$ cat src/ple_pkg.sv
`timescale 1ns / 1ps
package ple_pkg;

  localparam int DATA_W     = 32;
  localparam int ACTION_W   = 3;
  localparam int POS_W      = 8;
  localparam int OUT_CNT_W  = 7;
  localparam int CAPACITY_D = 64;

  typedef enum logic [ACTION_W-1:0] {
    ACT_INS_FRONT = 3'd0,
    ACT_INS_BACK  = 3'd1,
    ACT_INS_POS   = 3'd2,
    ACT_DEL_FRONT = 3'd3,
    ACT_DEL_BACK  = 3'd4,
    ACT_DEL_POS   = 3'd5
  } action_e;

  typedef enum logic [1:0] {
    ST_OK     = 2'd0,
    ST_BADPOS = 2'd1,
    ST_FULL   = 2'd2,
    ST_EMPTY  = 2'd3
  } status_e;

  // what every cell of the row does on a clock edge
  typedef enum logic [1:0] {
    OP_HOLD   = 2'd0,
    OP_INSERT = 2'd1,
    OP_DELETE = 2'd2
  } list_op_e;

endpackage

$ cat src/ple_cell.sv
`timescale 1ns / 1ps
module ple_cell
  import ple_pkg::*;
#(
  parameter int IDX_W = 6,
  parameter int IDX   = 0
) (
  input  logic              clk_i,
  input  list_op_e          op_i,
  input  logic [IDX_W-1:0]  idx_i,
  input  logic [DATA_W-1:0] value_i,
  input  logic [DATA_W-1:0] left_i,
  input  logic [DATA_W-1:0] right_i,
  output logic [DATA_W-1:0] data_o
);

  localparam logic [IDX_W-1:0] MyIdx = IDX_W'(IDX);

  logic [DATA_W-1:0] data_q, data_d;

  always_comb begin
    data_d = data_q;
    unique case (op_i)
      OP_INSERT: begin
        if (MyIdx == idx_i) begin
          data_d = value_i;
        end else if (MyIdx > idx_i) begin
          data_d = left_i;
        end
      end
      OP_DELETE: begin
        if (MyIdx >= idx_i) begin
          data_d = right_i;
        end
      end
      default: data_d = data_q;
    endcase
  end

  // contents stay undefined until written
  always_ff @(posedge clk_i) begin
    data_q <= data_d;
  end

  assign data_o = data_q;

endmodule

$ cat src/ple_ctrl.sv
`timescale 1ns / 1ps
module ple_ctrl
  import ple_pkg::*;
#(
  parameter int CAPACITY = CAPACITY_D,
  parameter int IDX_W    = $clog2(CAPACITY),
  parameter int CNT_W    = $clog2(CAPACITY + 1)
) (
  input  logic                valid_i,
  input  logic [ACTION_W-1:0] action_i,
  input  logic [POS_W-1:0]    position_i,
  input  logic [CNT_W-1:0]    count_i,
  output list_op_e            op_o,
  output logic [IDX_W-1:0]    idx_o,
  output status_e             status_o,
  output logic [CNT_W-1:0]    count_o
);

  localparam int CMP_W = ((CNT_W > POS_W) ? CNT_W : POS_W) + 1;
  localparam logic [CNT_W-1:0] CapCnt = CNT_W'(CAPACITY);

  logic [CMP_W-1:0] pos_c, cnt_c;
  logic             full, empty;
  list_op_e         op;

  assign pos_c = CMP_W'(position_i);
  assign cnt_c = CMP_W'(count_i);
  assign full  = (count_i == CapCnt);
  assign empty = (count_i == '0);

  always_comb begin
    op       = OP_HOLD;
    idx_o    = '0;
    status_o = ST_OK;
    unique case (action_i)
      ACT_INS_FRONT, ACT_INS_BACK, ACT_INS_POS: begin
        priority if (full) begin
          status_o = ST_FULL;
        end else if (action_i == ACT_INS_FRONT) begin
          op = OP_INSERT;
        end else if (action_i == ACT_INS_BACK) begin
          op    = OP_INSERT;
          idx_o = IDX_W'(count_i);
        end else if (pos_c == '0 || pos_c > cnt_c + CMP_W'(1)) begin
          status_o = ST_BADPOS;
        end else begin
          op    = OP_INSERT;
          idx_o = IDX_W'(pos_c - CMP_W'(1));
        end
      end
      ACT_DEL_FRONT, ACT_DEL_BACK, ACT_DEL_POS: begin
        priority if (empty) begin
          status_o = ST_EMPTY;
        end else if (action_i == ACT_DEL_FRONT) begin
          op = OP_DELETE;
        end else if (action_i == ACT_DEL_BACK) begin
          op    = OP_DELETE;
          idx_o = IDX_W'(count_i - CNT_W'(1));
        end else if (pos_c == '0 || pos_c > cnt_c) begin
          status_o = ST_BADPOS;
        end else begin
          op    = OP_DELETE;
          idx_o = IDX_W'(pos_c - CMP_W'(1));
        end
      end
      default: status_o = ST_BADPOS;
    endcase
  end

  assign op_o = valid_i ? op : OP_HOLD;

  always_comb begin
    unique case (op_o)
      OP_INSERT: count_o = count_i + CNT_W'(1);
      OP_DELETE: count_o = count_i - CNT_W'(1);
      default:   count_o = count_i;
    endcase
  end

endmodule

$ cat src/positional_list_engine.sv
`timescale 1ns / 1ps
// ordered list of up to CAPACITY signed 32-bit words, front at position 1
// command channel: a word (action_i, value_i, position_i) is taken at a rising
//   edge with start_i high and busy_o low; busy_o stays low, so a new command
//   may follow in every cycle
// result channel: done_o is high for exactly one cycle, in the cycle after the
//   command is taken, with status_o and element_count_o (count after the op)
// throughput: one command per cycle; every cell of the row loads, shifts in
//   from a neighbor or holds in the same edge, so inserts and deletes at any
//   position keep that rate
// the receiver cannot stall: each result shows for its one cycle only
// reset: rst_ni (async, active low) empties the list and clears done_o;
//   the cell contents are not cleared, only entries below the count are used
// rejected commands (full, empty, bad position, unknown action) leave the
//   list unchanged and report the unchanged count
module positional_list_engine
  import ple_pkg::*;
#(
  parameter int CAPACITY = CAPACITY_D
) (
  input  logic                        clk_i,
  input  logic                        rst_ni,
  input  logic                        start_i,
  output logic                        busy_o,
  input  logic [ACTION_W-1:0]         action_i,
  input  logic signed [DATA_W-1:0]    value_i,
  input  logic [POS_W-1:0]            position_i,
  output logic                        done_o,
  output logic [1:0]                  status_o,
  output logic [OUT_CNT_W-1:0]        element_count_o
);

  localparam int IDX_W = $clog2(CAPACITY);
  localparam int CNT_W = $clog2(CAPACITY + 1);

  logic                 accept;
  list_op_e             op;
  logic [IDX_W-1:0]     idx;
  status_e              status_d, status_q;
  logic [CNT_W-1:0]     count_q, count_d;
  logic [OUT_CNT_W-1:0] out_cnt_q;
  logic                 done_q;
  logic [DATA_W-1:0]    value_u;
  logic [DATA_W-1:0]    cell_data [CAPACITY];

  assign busy_o  = 1'b0;
  assign accept  = start_i & ~busy_o;
  assign value_u = DATA_W'(value_i);

  ple_ctrl #(
    .CAPACITY (CAPACITY),
    .IDX_W    (IDX_W),
    .CNT_W    (CNT_W)
  ) u_ctrl (
    .valid_i    (accept),
    .action_i   (action_i),
    .position_i (position_i),
    .count_i    (count_q),
    .op_o       (op),
    .idx_o      (idx),
    .status_o   (status_d),
    .count_o    (count_d)
  );

  for (genvar i = 0; i < CAPACITY; i++) begin : g_cell
    logic [DATA_W-1:0] left, right;
    // end cells feed back their own word; the first cell never selects it, the last only on a delete, beyond the count
    if (i == 0) begin : g_first
      assign left = cell_data[i];
    end else begin : g_left
      assign left = cell_data[i-1];
    end
    if (i == CAPACITY - 1) begin : g_last
      assign right = cell_data[i];
    end else begin : g_right
      assign right = cell_data[i+1];
    end

    ple_cell #(
      .IDX_W (IDX_W),
      .IDX   (i)
    ) u_cell (
      .clk_i   (clk_i),
      .op_i    (op),
      .idx_i   (idx),
      .value_i (value_u),
      .left_i  (left),
      .right_i (right),
      .data_o  (cell_data[i])
    );
  end

  always_ff @(posedge clk_i or negedge rst_ni) begin
    if (!rst_ni) begin
      count_q <= '0;
      done_q  <= 1'b0;
    end else begin
      count_q <= count_d;
      done_q  <= accept;
    end
  end

  always_ff @(posedge clk_i) begin
    if (accept) begin
      status_q  <= status_d;
      out_cnt_q <= OUT_CNT_W'(count_d);
    end
  end

  assign done_o          = done_q;
  assign status_o        = status_q;
  assign element_count_o = out_cnt_q;

endmodule

$ cat config.mk
export PLATFORM = sky130hd
export DESIGN_NAME = positional_list_engine
export DESIGN_NICKNAME = d
export VERILOG_FILES = /design/src/ple_pkg.sv /design/src/ple_cell.sv /design/src/ple_ctrl.sv /design/src/positional_list_engine.sv
export SDC_FILE = /design/constraint.sdc
export NUM_CORES = 1
export LEC_CHECK = 0
export ABC_AREA = 1
export BUFFER_PORTS_ARGS = -buffer_cell sky130_fd_sc_hd__buf_4
export CAP_MARGIN = 20
export CORE_MARGIN = 2
export CORE_UTILIZATION = 49
export CTS_CLUSTER_DIAMETER = 40
export DETAILED_ROUTE_END_ITERATION = 16
export GPL_TIMING_DRIVEN = 0
export PLACE_DENSITY = 0.8
export SYNTH_ARGS = -nofsm -noshare
export SYNTH_HDL_FRONTEND = slang
export SYNTH_SLANG_ARGS = --single-unit
$ cat constraint.sdc
create_clock -name clk_i -period 5.1 [get_ports clk_i]
set_clock_uncertainty 0.2 [all_clocks]
set_input_delay 1.02 -clock clk_i [delete_from_list [all_inputs] [get_ports clk_i]]
set_output_delay 1.02 -clock clk_i [all_outputs]
set_load 0.01 [all_outputs]
==> results of run 1 <==
-- worst min-delay path by stage --
stage / cells after the start / start / end
finish: 1 / rst_ni / count_q[0]
CTS: 1 / rst_ni / count_q[6]
global route: 1 / rst_ni / count_q[5]
detailed placement: 2 / count_q[6] / count_q[6]
global placement: 2 / count_q[6] / count_q[6]
floorplan: 2 / count_q[6] / count_q[6]
-- through the flow --
step                power (µW)  instance area [µm²]  hold slack (ns)
floorplan                  558                 1450            0.340
global placement           665                 1660            0.392
detailed placement         678                 1660            0.397
CTS                        754                 1690            0.319
global route               841                 1690            0.309
finish                     749                 1690            0.326
-- worst max-delay path: stages, from the launching register on --
cell	delay [ns]
dfrtp_1	0.51
ha_1	0.25
nand3_1	0.13
nor3_1	0.20
xor2_1	0.10
ha_1	0.30
nand2_1	0.06
nor2_2	0.13
nand3b_1	0.09
nand3_1	0.08
nand2_1	0.05
nand2_1	0.08
nand2_1	0.05
nand3_1	0.07
ha_1	0.34
inv_1	0.10
fa_1	0.36
inv_1	0.11
nand3_1	0.08
nand2_1	0.08
nand2_1	0.08
a21oi_2	0.15
nor2_1	0.05
nand2_1	0.05
nand2_1	0.05
nand2_1	0.05
nand2_1	0.06
-- flip-flops by register name, summed over array words and instances (netlist names) --
signal and flops:
count_q 7, element_count_o 7, status_o 2, done_o 1
-- kinds of logic after synthesis --
| kind of cell | count (synthesis) |
|---|---|
| buffers and inverters | 29 |
| adders and majority gates | 24 |
| and+or+nand+nor | 84 |
| AOI/OAI and AO/OA | 18 |
| DFF | 17 |
| xor gates and xnor gates | 7 |
| other | 1 |
-- cell type report --
| class | count | area [µm²] | area share (%) |
|---|---|---|---|
| plain buffers | 1 | 7.51 | 0.445 |
| clock buffers | 3 | 22.5 | 1.34 |
| clock inverters | 1 | 5.00 | 0.297 |
| inverters | 28 | 105 | 6.24 |
| multi-input cells | 134 | 863 | 51.2 |
| flip-flops and latches | 17 | 470 | 27.9 |
| well taps | 31 | 38.8 | 2.30 |
| repair buffers | 23 | 173 | 10.2 |
-- cells in the final DEF (no fill, tap or decap), types with 3 or more instances in the layout --
cell type	instances
nand2_2	3
nor2_2	4
xor2_1	5
edfxtp_1	9
dfrtp_1	8
inv_1	19
inv_2	7
o21ai_1	3
ha_1	23
nor2_1	7
nand2_1	49
nand3_1	12
a21oi_1	6
clkbuf_4	3
o21ai_0	3
buf_4	24
-- power by group through the flow --
stage / Combinational, µW / Clock [µW] / Sequential [µW]
detailed placement: 421 / 0 / 256
global route: 500 / 80.1 / 260
finish: 423 / 71.4 / 254
floorplan: 302 / 0 / 256
CTS: 425 / 75.7 / 253
global placement: 410 / 0 / 255
-- layer usage --
metal / vias to the layer above / share of wire, % / global-route usage, %
met5: - / 0 / 0
met4: 0 / 0.44 / 2.99
met3: 2 / 4.7 / 3.96
met2: 35 / 45 / 30.5
met1: 532 / 50 / 24.9
li1: 640 / - / -
==> flow_metrics.py, run 1 <==
metrics = {
    "outcome": {
        "outcome": "finished, final reports clean",
    },
    "drt": {
        "firstDrtPassIters": 4,
        "viasPerCell": 5.08,
        "drt_iter0_drc": 35,
        "drc": 0,
        "dr_total_vias": 1209,
        "drtAntennaViolNets": 0,
        "wl_mm": 2.72,
        "wl_per_cell_um": 11.4,
    },
    "place": {
        "dpl.hpwl_mm": 2.23,
        "io_buffers": 23,
        "gp_congestion": 0.829,
        "dp_slack_ns": 0.933,
        "dp_cells": 234,
    },
    "timing": {
        "fin_crit_ns": 4.08,
        "setup_viol_count_final": 0,
        "fin_crit_sh_pct": 80.0,
        "setup_ws_ns": 1.02,
        "hold_violations": 0,
        "max_freq_mhz": 245,
        "fin_setup_tns_ns": 0,
        "rsz0062_at_grt": "no",
        "maxSlewViolCount": 0,
    },
    "logic_synthesis": {
        "synth_cell_types": 32,
        "yosys_most_used_dff": "edfxtp_1",
        "ys_top_cells_by_count": "nand2_1 (49), ha_1 (23), inv_1 (19)",
        "syn_area_um2": 1450,
        "synth_warnings": 0,
        "synth-seq-cells": 17,
        "synth_xor_area_share_pct": 4.24,
        "yosysSeqAreaShare_pct": 32.5,
        "yosysMostFrequentCell": "nand2_1",
        "synthTopCellsByArea": "ha_1 (20%), edfxtp_1 (19%), dfrtp_1 (14%)",
        "ys_async_sr_fraction_pct": 47.1,
        "synth.avg_cell_area_um2": 8.04,
        "synth_compound_area_share_pct": 7.18,
        "synth_edf_count": 9,
        "synth_fa_ha_area_share_pct": 21.3,
        "syn_nets": 250,
        "syn_inst": 180,
        "synth_top_area_cell": "ha_1",
        "synth_top_family_by_area": "simple AND/OR/NAND/NOR gates",
        "yosys.area_share.simple_pct": 26.7,
        "synthMuxAreaShare_pct": 0,
        "synth_top_area_share_pct": 19.9,
    },
    "clock_tree": {
        "clk_pin_slew_ns": 0.10,
        "clk_latency_ns": 0.29,
        "cts.sinks": 17,
        "cts_hold_buf": 0,
        "clockBufferDepth": 2,
        "post_cts_buffers": 0,
        "tritoncts": "done",
        "cts-resized-gates": 0,
        "root_buffer": "clkbuf_4",
        "htree_levels": 1,
        "numCtsBuffers": 3,
    },
    "die": {
        "initial_core_util_pct": 52.0,
        "rows": 19,
        "coreArea_um2": 2780,
        "dieArea_um2": 3400,
        "die_h_um": 58.3,
        "pin_count": 57,
        "die_w_um": 58.3,
    },
    "setup_path": {
        "critPathArrivalTime_ns": 3.94,
        "r2r_slack_ns": 1.02,
        "r2r_end": "element_count_o[6]",
        "crit_path_end_kind": "register",
        "crit_fanout": 7,
        "cp.required_ns": 4.96,
        "worst_r2r_path_depth": 26,
        "critPathKind": "reg -> reg",
        "start_kind": "register",
        "r2r_start": "count_q[0]",
        "endpoint": "element_count_o[6]",
        "crit_start": "count_q[0]",
    },
    "global_route": {
        "track_usage_pct": 18.3,
        "grt_pass1_wl_mm": 4.95,
        "grt_pass1_vias": 1159,
        "grt_max_degree": 13,
        "antenna_found_initial": 0,
        "grt.overflow.total": 0,
    },
    "pwr": {
        "p_leak_uw": 0.000865,
        "p_int_uw": 409,
        "power.share.switching_pct": 45.3,
        "clockPowerShare_pct": 9.5,
        "p_sw_uw": 340,
        "power.density_nw_per_um2": 444,
        "irDropWorstVdd_mv": 0.332,
        "seq_power_share_pct": 33.9,
        "pwr-share-comb_pct": 56.5,
    },
    "final_layout": {
        "diodes": 0,
        "instances_no_fill": 238,
        "finish.utilization_pct": 60.6,
        "num-fill-cells": 261,
        "layout-drive-gt1-share_pct": 22.7,
        "nNetsFinal": 278,
        "layout-area-overhead-vs-synth_pct": 16.5,
    },
    "hold_path": {
        "hold_path_class": "in -> async",
    },
    "run": {
        "max_cap_viol_count": 0,
    },
}
Power figures use the tool's default switching activity.
==> run 2: changes to the inputs <==
CORE_UTILIZATION = 44   (was 49)
PLACE_DENSITY = 0.76   (was 0.8)
clock period = 3.4 ns   (was 5.1 ns; I/O delays follow)
==> run 2 against run 1 <==
The flow now finishes with violations (setup timing). Routed wire length increased by 36%. Sequential share of layout area decreased by 5.3 points. Cell area increased by 24%. Clock power increased by 53%. Sequential cell count unchanged. First-iteration DRC count increased by 26%. Critical path depth unchanged. Cell count increased by 17%. Sequential power increased by 53%. Fmax increased by 5.8%. Combinational power increased by 130%. Total power increased by 97%.
==> flow_metrics.py, run 2 (synthesized netlist as in run 1, its figures left out) <==
metrics = {
    "place": {
        "dp_cells": 247,
        "dp_slack_ns": -0.388,
        "io_buffers": 23,
        "place_area_um2": 1710,
        "gp_congestion": 0.816,
        "dpl.hpwl_mm": 2.25,
    },
    "clock_tree": {
        "clockBufferDepth": 2,
        "cts.sinks": 17,
        "htree_levels": 1,
        "tritoncts": "done",
        "numCtsBuffers": 3,
        "clk_pin_slew_ns": 0.09,
        "root_buffer": "clkbuf_4",
        "clk_latency_ns": 0.30,
    },
    "setup_path": {
        "cpMaxStageDelayCell": "dfrtp_2",
        "r2r_slack_ns": -0.46,
        "critPathArrivalTime_ns": 3.71,
        "critPathKind": "reg -> reg",
        "r2r_start": "count_q[0]",
        "crit_fanout": 3,
        "start_kind": "register",
        "critical-path-max-stage-delay_ns": 0.44,
        "crit_start": "count_q[0]",
        "critPathMostFrequentCell": "buf_4",
        "cp.required_ns": 3.25,
        "crit_path_end_kind": "register",
    },
    "global_route": {
        "grt_pass1_wl_mm": 5.18,
        "grt_max_degree": 13,
        "grt_pass1_vias": 1231,
        "antenna_found_initial": 0,
        "grt.overflow.total": 0,
        "track_usage_pct": 18.3,
    },
    "die": {
        "pin_count": 57,
        "die_w_um": 61.3,
        "die_h_um": 61.3,
        "rows": 20,
        "coreArea_um2": 3080,
        "initial_core_util_pct": 47.0,
        "dieArea_um2": 3760,
    },
    "drt": {
        "drc": 0,
        "drtAntennaViolNets": 0,
        "wl_mm": 3.70,
        "viasPerCell": 4.98,
        "firstDrtPassIters": 4,
        "dr_total_vias": 1390,
        "wl_per_cell_um": 13.3,
        "drt_iter0_drc": 44,
    },
    "pwr": {
        "power.density_nw_per_um2": 705,
        "p_total_uw": 1470,
        "irDropWorstVdd_mv": 0.336,
        "p_leak_uw": 0.00101,
    },
    "hold_path": {
        "min_from": "count_q[6]",
        "hold_path_class": "reg -> reg",
    },
    "final_layout": {
        "nNetsFinal": 306,
        "instances_no_fill": 279,
        "layout_common_cells": "buf_4 (48), nand2_1 (43), ha_1 (19)",
        "layout-drive-gt1-share_pct": 44.7,
        "stdcell_area_um2": 2090,
        "diodes": 0,
        "layout_commonest_cell": "buf_4",
        "layout-area-overhead-vs-synth_pct": 44.6,
    },
    "outcome": {
        "outcome": "complete, but fails checks",
        "violations": "setup timing",
    },
    "timing": {
        "max_freq_mhz": 259,
        "rsz0062_at_grt": "yes",
        "fin_setup_tns_ns": -2.24,
        "maxSlewViolCount": 0,
        "hold_violations": 0,
        "fin_crit_sh_pct": 113,
        "setup_viol_count_final": 10,
        "setup_ws_ns": -0.458,
        "fin_crit_ns": 3.86,
    },
    "run": {
        "max_cap_viol_count": 0,
    },
}
==> run 2: cell count changes in the layout (fill, tap and decap cells not counted), sizes merged <==
cell         before  now
clkbuf            3    4
clkinv            3    2
dlygate4sd3       0    1
buf              24   51
==> run 2: routing by layer <==
layer  vias up  wire length [µm]  GRT usage, %
li1        705                 -             -
met1       627              1530          23.3
met2        46              1950          32.5
met3        12               147          3.15
met4         0                68          3.65
met5         -                 0             0
==> run 2: area by class of cell <==
class | instances | area [µm²]
sequential | 17 | 473
tap | 44 | 55.1
clock buffer | 4 | 26.3
multi-input combinational | 134 | 1020
timing repair buffer | 51 | 397
inverter | 28 | 108
fill | 242 | 987
buffer | 1 | 7.51
==> run 2: worst paths after layout <==
| check | end | cells after the start |
|---|---|---|
| worst min-delay path | count_q[6] | 2 |
| worst max-delay path | status_o[0] | 26 |
| worst min register to register | count_q[6] | 2 |
| min in group asynchronous | count_q[5] | 2 |
| max in group asynchronous | count_q[0] | 2 |
| worst max register to register | status_o[0] | 26 |
==> run 2: critical path, delay by kind of cell (launching register included) <==
| family | cells | cell delay (ns) |
|---|---|---|
| AOI/OAI and AO/OA | 1 | 0.15 |
| buffers and inverters | 12 | 1.37 |
| and+or+nand+nor | 10 | 0.81 |
| DFF | 1 | 0.44 |
| xor gates and xnor gates | 1 | 0.18 |
| adders and majority gates | 2 | 0.46 |
==> run 2: what timing repair did <==
item	in CTS	in global routing
hold buffers	1	0
resized for setup	9	29
pin swaps	8	19
setup buffers	19	9
endpoints found under the hold margin	8	0
setup endpoints to repair	10	11
==> run 2: per-stage QoR <==
step / util [%] / hold slack [ns]
floorplan: - / 0.184
global placement: 55.4 / 0.309
detailed placement: 55.4 / 0.311
CTS: 62.5 / 0.417
global route: 67.9 / 0.403
finish: 67.9 / 0.412
==> run 2: report_power, final <==
| group | leakage, µW | internal (µW) | switching, µW | total [µW] |
|---|---|---|---|---|
| clock | 0.0000150 | 45.6 | 63.4 | 109 |
| combinational | 0.000807 | 458 | 518 | 976 |
| sequential | 0.000187 | 307 | 81.0 | 388 |
| total | 0.00101 | 811 | 663 | 1470 |
==> run 3: changes to the inputs <==
CAP_MARGIN = default   (was 20)
CTS_BUF_LIST = sky130_fd_sc_hd__clkbuf_16   (was default)
==> run 3 against run 2 <==
Global-route usage up 1.6 points. Clock power rose by 110%. The flow still finishes with violations (setup timing). Critical path depth did not move. Worst hold slack worse by 0.36 ns. Routed wire length up 6.4%. Register-to-register slack better by 0.02 ns. Cell area rose by 3.9%. First-iteration DRC count up 64%. Sequential power rose by 3%.
==> flow_metrics.py, run 3 (synthesized netlist as in run 1, its figures left out) <==
metrics = {
    "die": {
        "coreArea_um2": 3080,
        "die_h_um": 61.3,
        "initial_core_util_pct": 47.0,
        "pin_count": 57,
        "dieArea_um2": 3760,
        "die_w_um": 61.3,
        "rows": 20,
    },
    "drt": {
        "wl_per_cell_um": 14.2,
        "drtAntennaViolNets": 0,
        "firstDrtPassIters": 7,
        "dr_total_vias": 1408,
        "wl_mm": 3.94,
        "drt_iter0_drc": 72,
        "drc": 0,
        "viasPerCell": 5.08,
    },
    "place": {
        "dp_slack_ns": -0.388,
        "gp_congestion": 0.816,
        "io_buffers": 23,
        "dpl.hpwl_mm": 2.25,
    },
    "timing": {
        "setup_viol_count_final": 11,
        "setup_ws_ns": -0.434,
        "fin_crit_ns": 3.83,
        "max_freq_mhz": 261,
        "maxSlewViolCount": 0,
        "rsz0062_at_grt": "yes",
        "hold_violations": 0,
        "fin_crit_sh_pct": 113,
    },
    "pwr": {
        "p_total_uw": 1630,
        "p_leak_uw": 0.00105,
        "power.share.switching_pct": 41.8,
        "pwr-share-comb_pct": 61.7,
        "irDropWorstVdd_mv": 0.350,
        "power.density_nw_per_um2": 750,
        "p_sw_uw": 680,
        "p_int_uw": 948,
        "seq_power_share_pct": 24.5,
        "clockPowerShare_pct": 13.8,
    },
    "clock_tree": {
        "clk_pin_slew_ns": 0.05,
        "clk_latency_ns": 0.24,
        "htree_levels": 1,
        "tritoncts": "done",
        "numCtsBuffers": 3,
        "clockBufferDepth": 2,
        "root_buffer": "clkbuf_16",
        "cts.sinks": 17,
    },
    "setup_path": {
        "start_kind": "register",
        "crit_path_end_kind": "register",
        "cp.required_ns": 3.19,
        "critPathKind": "reg -> reg",
        "critPathArrivalTime_ns": 3.63,
        "crit_fanout": 4,
    },
    "final_layout": {
        "layout-drive-gt1-share_pct": 44.2,
        "ff_latch_area_um2": 473,
        "diodes": 0,
        "nNetsFinal": 304,
        "multi_input_area_um2": 1020,
        "num-fill-cells": 227,
        "layout-area-overhead-vs-synth_pct": 50.2,
        "layout_commonest_cell": "nand2_1",
        "layout_common_cells": "nand2_1 (42), buf_4 (39), ha_1 (19)",
    },
    "global_route": {
        "grt_pass1_wl_mm": 5.59,
        "antenna_found_initial": 0,
        "grt_max_degree": 13,
        "grt.overflow.total": 0,
        "track_usage_pct": 19.9,
        "grt_pass1_vias": 1290,
    },
    "outcome": {
        "violations": "setup timing",
        "outcome": "complete, but fails checks",
    },
    "hold_path": {
        "hold_path_class": "in -> async",
    },
    "run": {
        "max_cap_viol_count": 0,
    },
}
## run 3: cell types whose count changed in the layout (fill, tap and decap cells not counted), sizes merged
| cell | delta |
|---|---|
| inv | +1 |
| dlygate4sd3 | -1 |
| buf | -1 |
| clkbuf | -1 |
## run 3: power by group through the flow
stage	clock (µW)	combinational, µW	sequential [µW]
after global placement	0	634	383
after CTS	230	817	394
after detailed placement	0	648	386
after floorplan	0	468	387
after global routing	242	1100	407
final	226	1000	398
## run 3: path summary, 6_finish.rpt
kind	depth (start not counted)	startpoint	slack [ns]	endpoint
hold reg to reg	2	count_q[6]	0.41	count_q[6]
hold / removal	1	rst_ni	0.05	count_q[5]
max in group asynchronous	1	rst_ni	2.80	count_q[0]
min in group clk_i	2	count_q[6]	0.41	count_q[6]
setup reg to reg	26	count_q[0]	-0.43	element_count_o[6]
setup / recovery	26	count_q[0]	-0.43	element_count_o[6]
## run 3: cell type report
type / instances / share of cell area (%)
Multi-Input combinational cell: 134 / 47.2
Tap cell: 44 / 2.53
Clock inverter: 1 / 0.173
Sequential cell: 17 / 21.8
Buffer: 1 / 0.346
Timing Repair Buffer: 49 / 19.6
Clock buffer: 3 / 3.46
Inverter: 28 / 4.90
## run 3: per-stage QoR
stage	hold slack, ns	cells	area, µm²	setup TNS, ns	utilization, %
floorplan	0.184	180	1480	-0.0504	-
global placement	0.309	247	1710	-1.53	55.4
detailed placement	0.311	247	1710	-1.63	55.4
CTS	0.0498	268	2020	-0.391	65.7
global route	0.0501	277	2170	-4.60	70.6
finish	0.0511	277	2170	-2.82	70.6
## run 3: layer usage
layer  wire [µm]  GRT usage [%]  share of wire (%)  vias to the layer above
met1        1580           24.4                 40                      648
met5           0              0                  0                        -
met4          78           3.04                2.0                        0
met3         168           3.36                4.3                       14
met2        2110           37.1                 54                       49
li1            -              -                  -                      697
## run 3: critical path: stages (launching register included)
cell and delay [ns]:
dfrtp_2 0.44, ha_4 0.18, nand3_4 0.09, nor3_4 0.18, xor2_1 0.09, ha_1 0.30
nand2_1 0.06, nor2_2 0.17, nand3b_1 0.15, nand3_1 0.12, nand2_2 0.06, nand2_2 0.08
nand2_2 0.06, nand3_2 0.09, ha_4 0.18, inv_2 0.05, fa_2 0.33, inv_2 0.07
nand3_2 0.09, nand2_2 0.09, nand2_2 0.06, a21oi_2 0.16, nor2_1 0.06, nand2_1 0.06
nand2_1 0.05, nand2_1 0.05, nand2_1 0.06
## run 3: timing repair
action	4_1_cts	5_1_grt
resized for setup	25	13
hold buffers	0	0
pin swaps	21	17
setup buffers	18	9
endpoints found under the setup margin	10	13
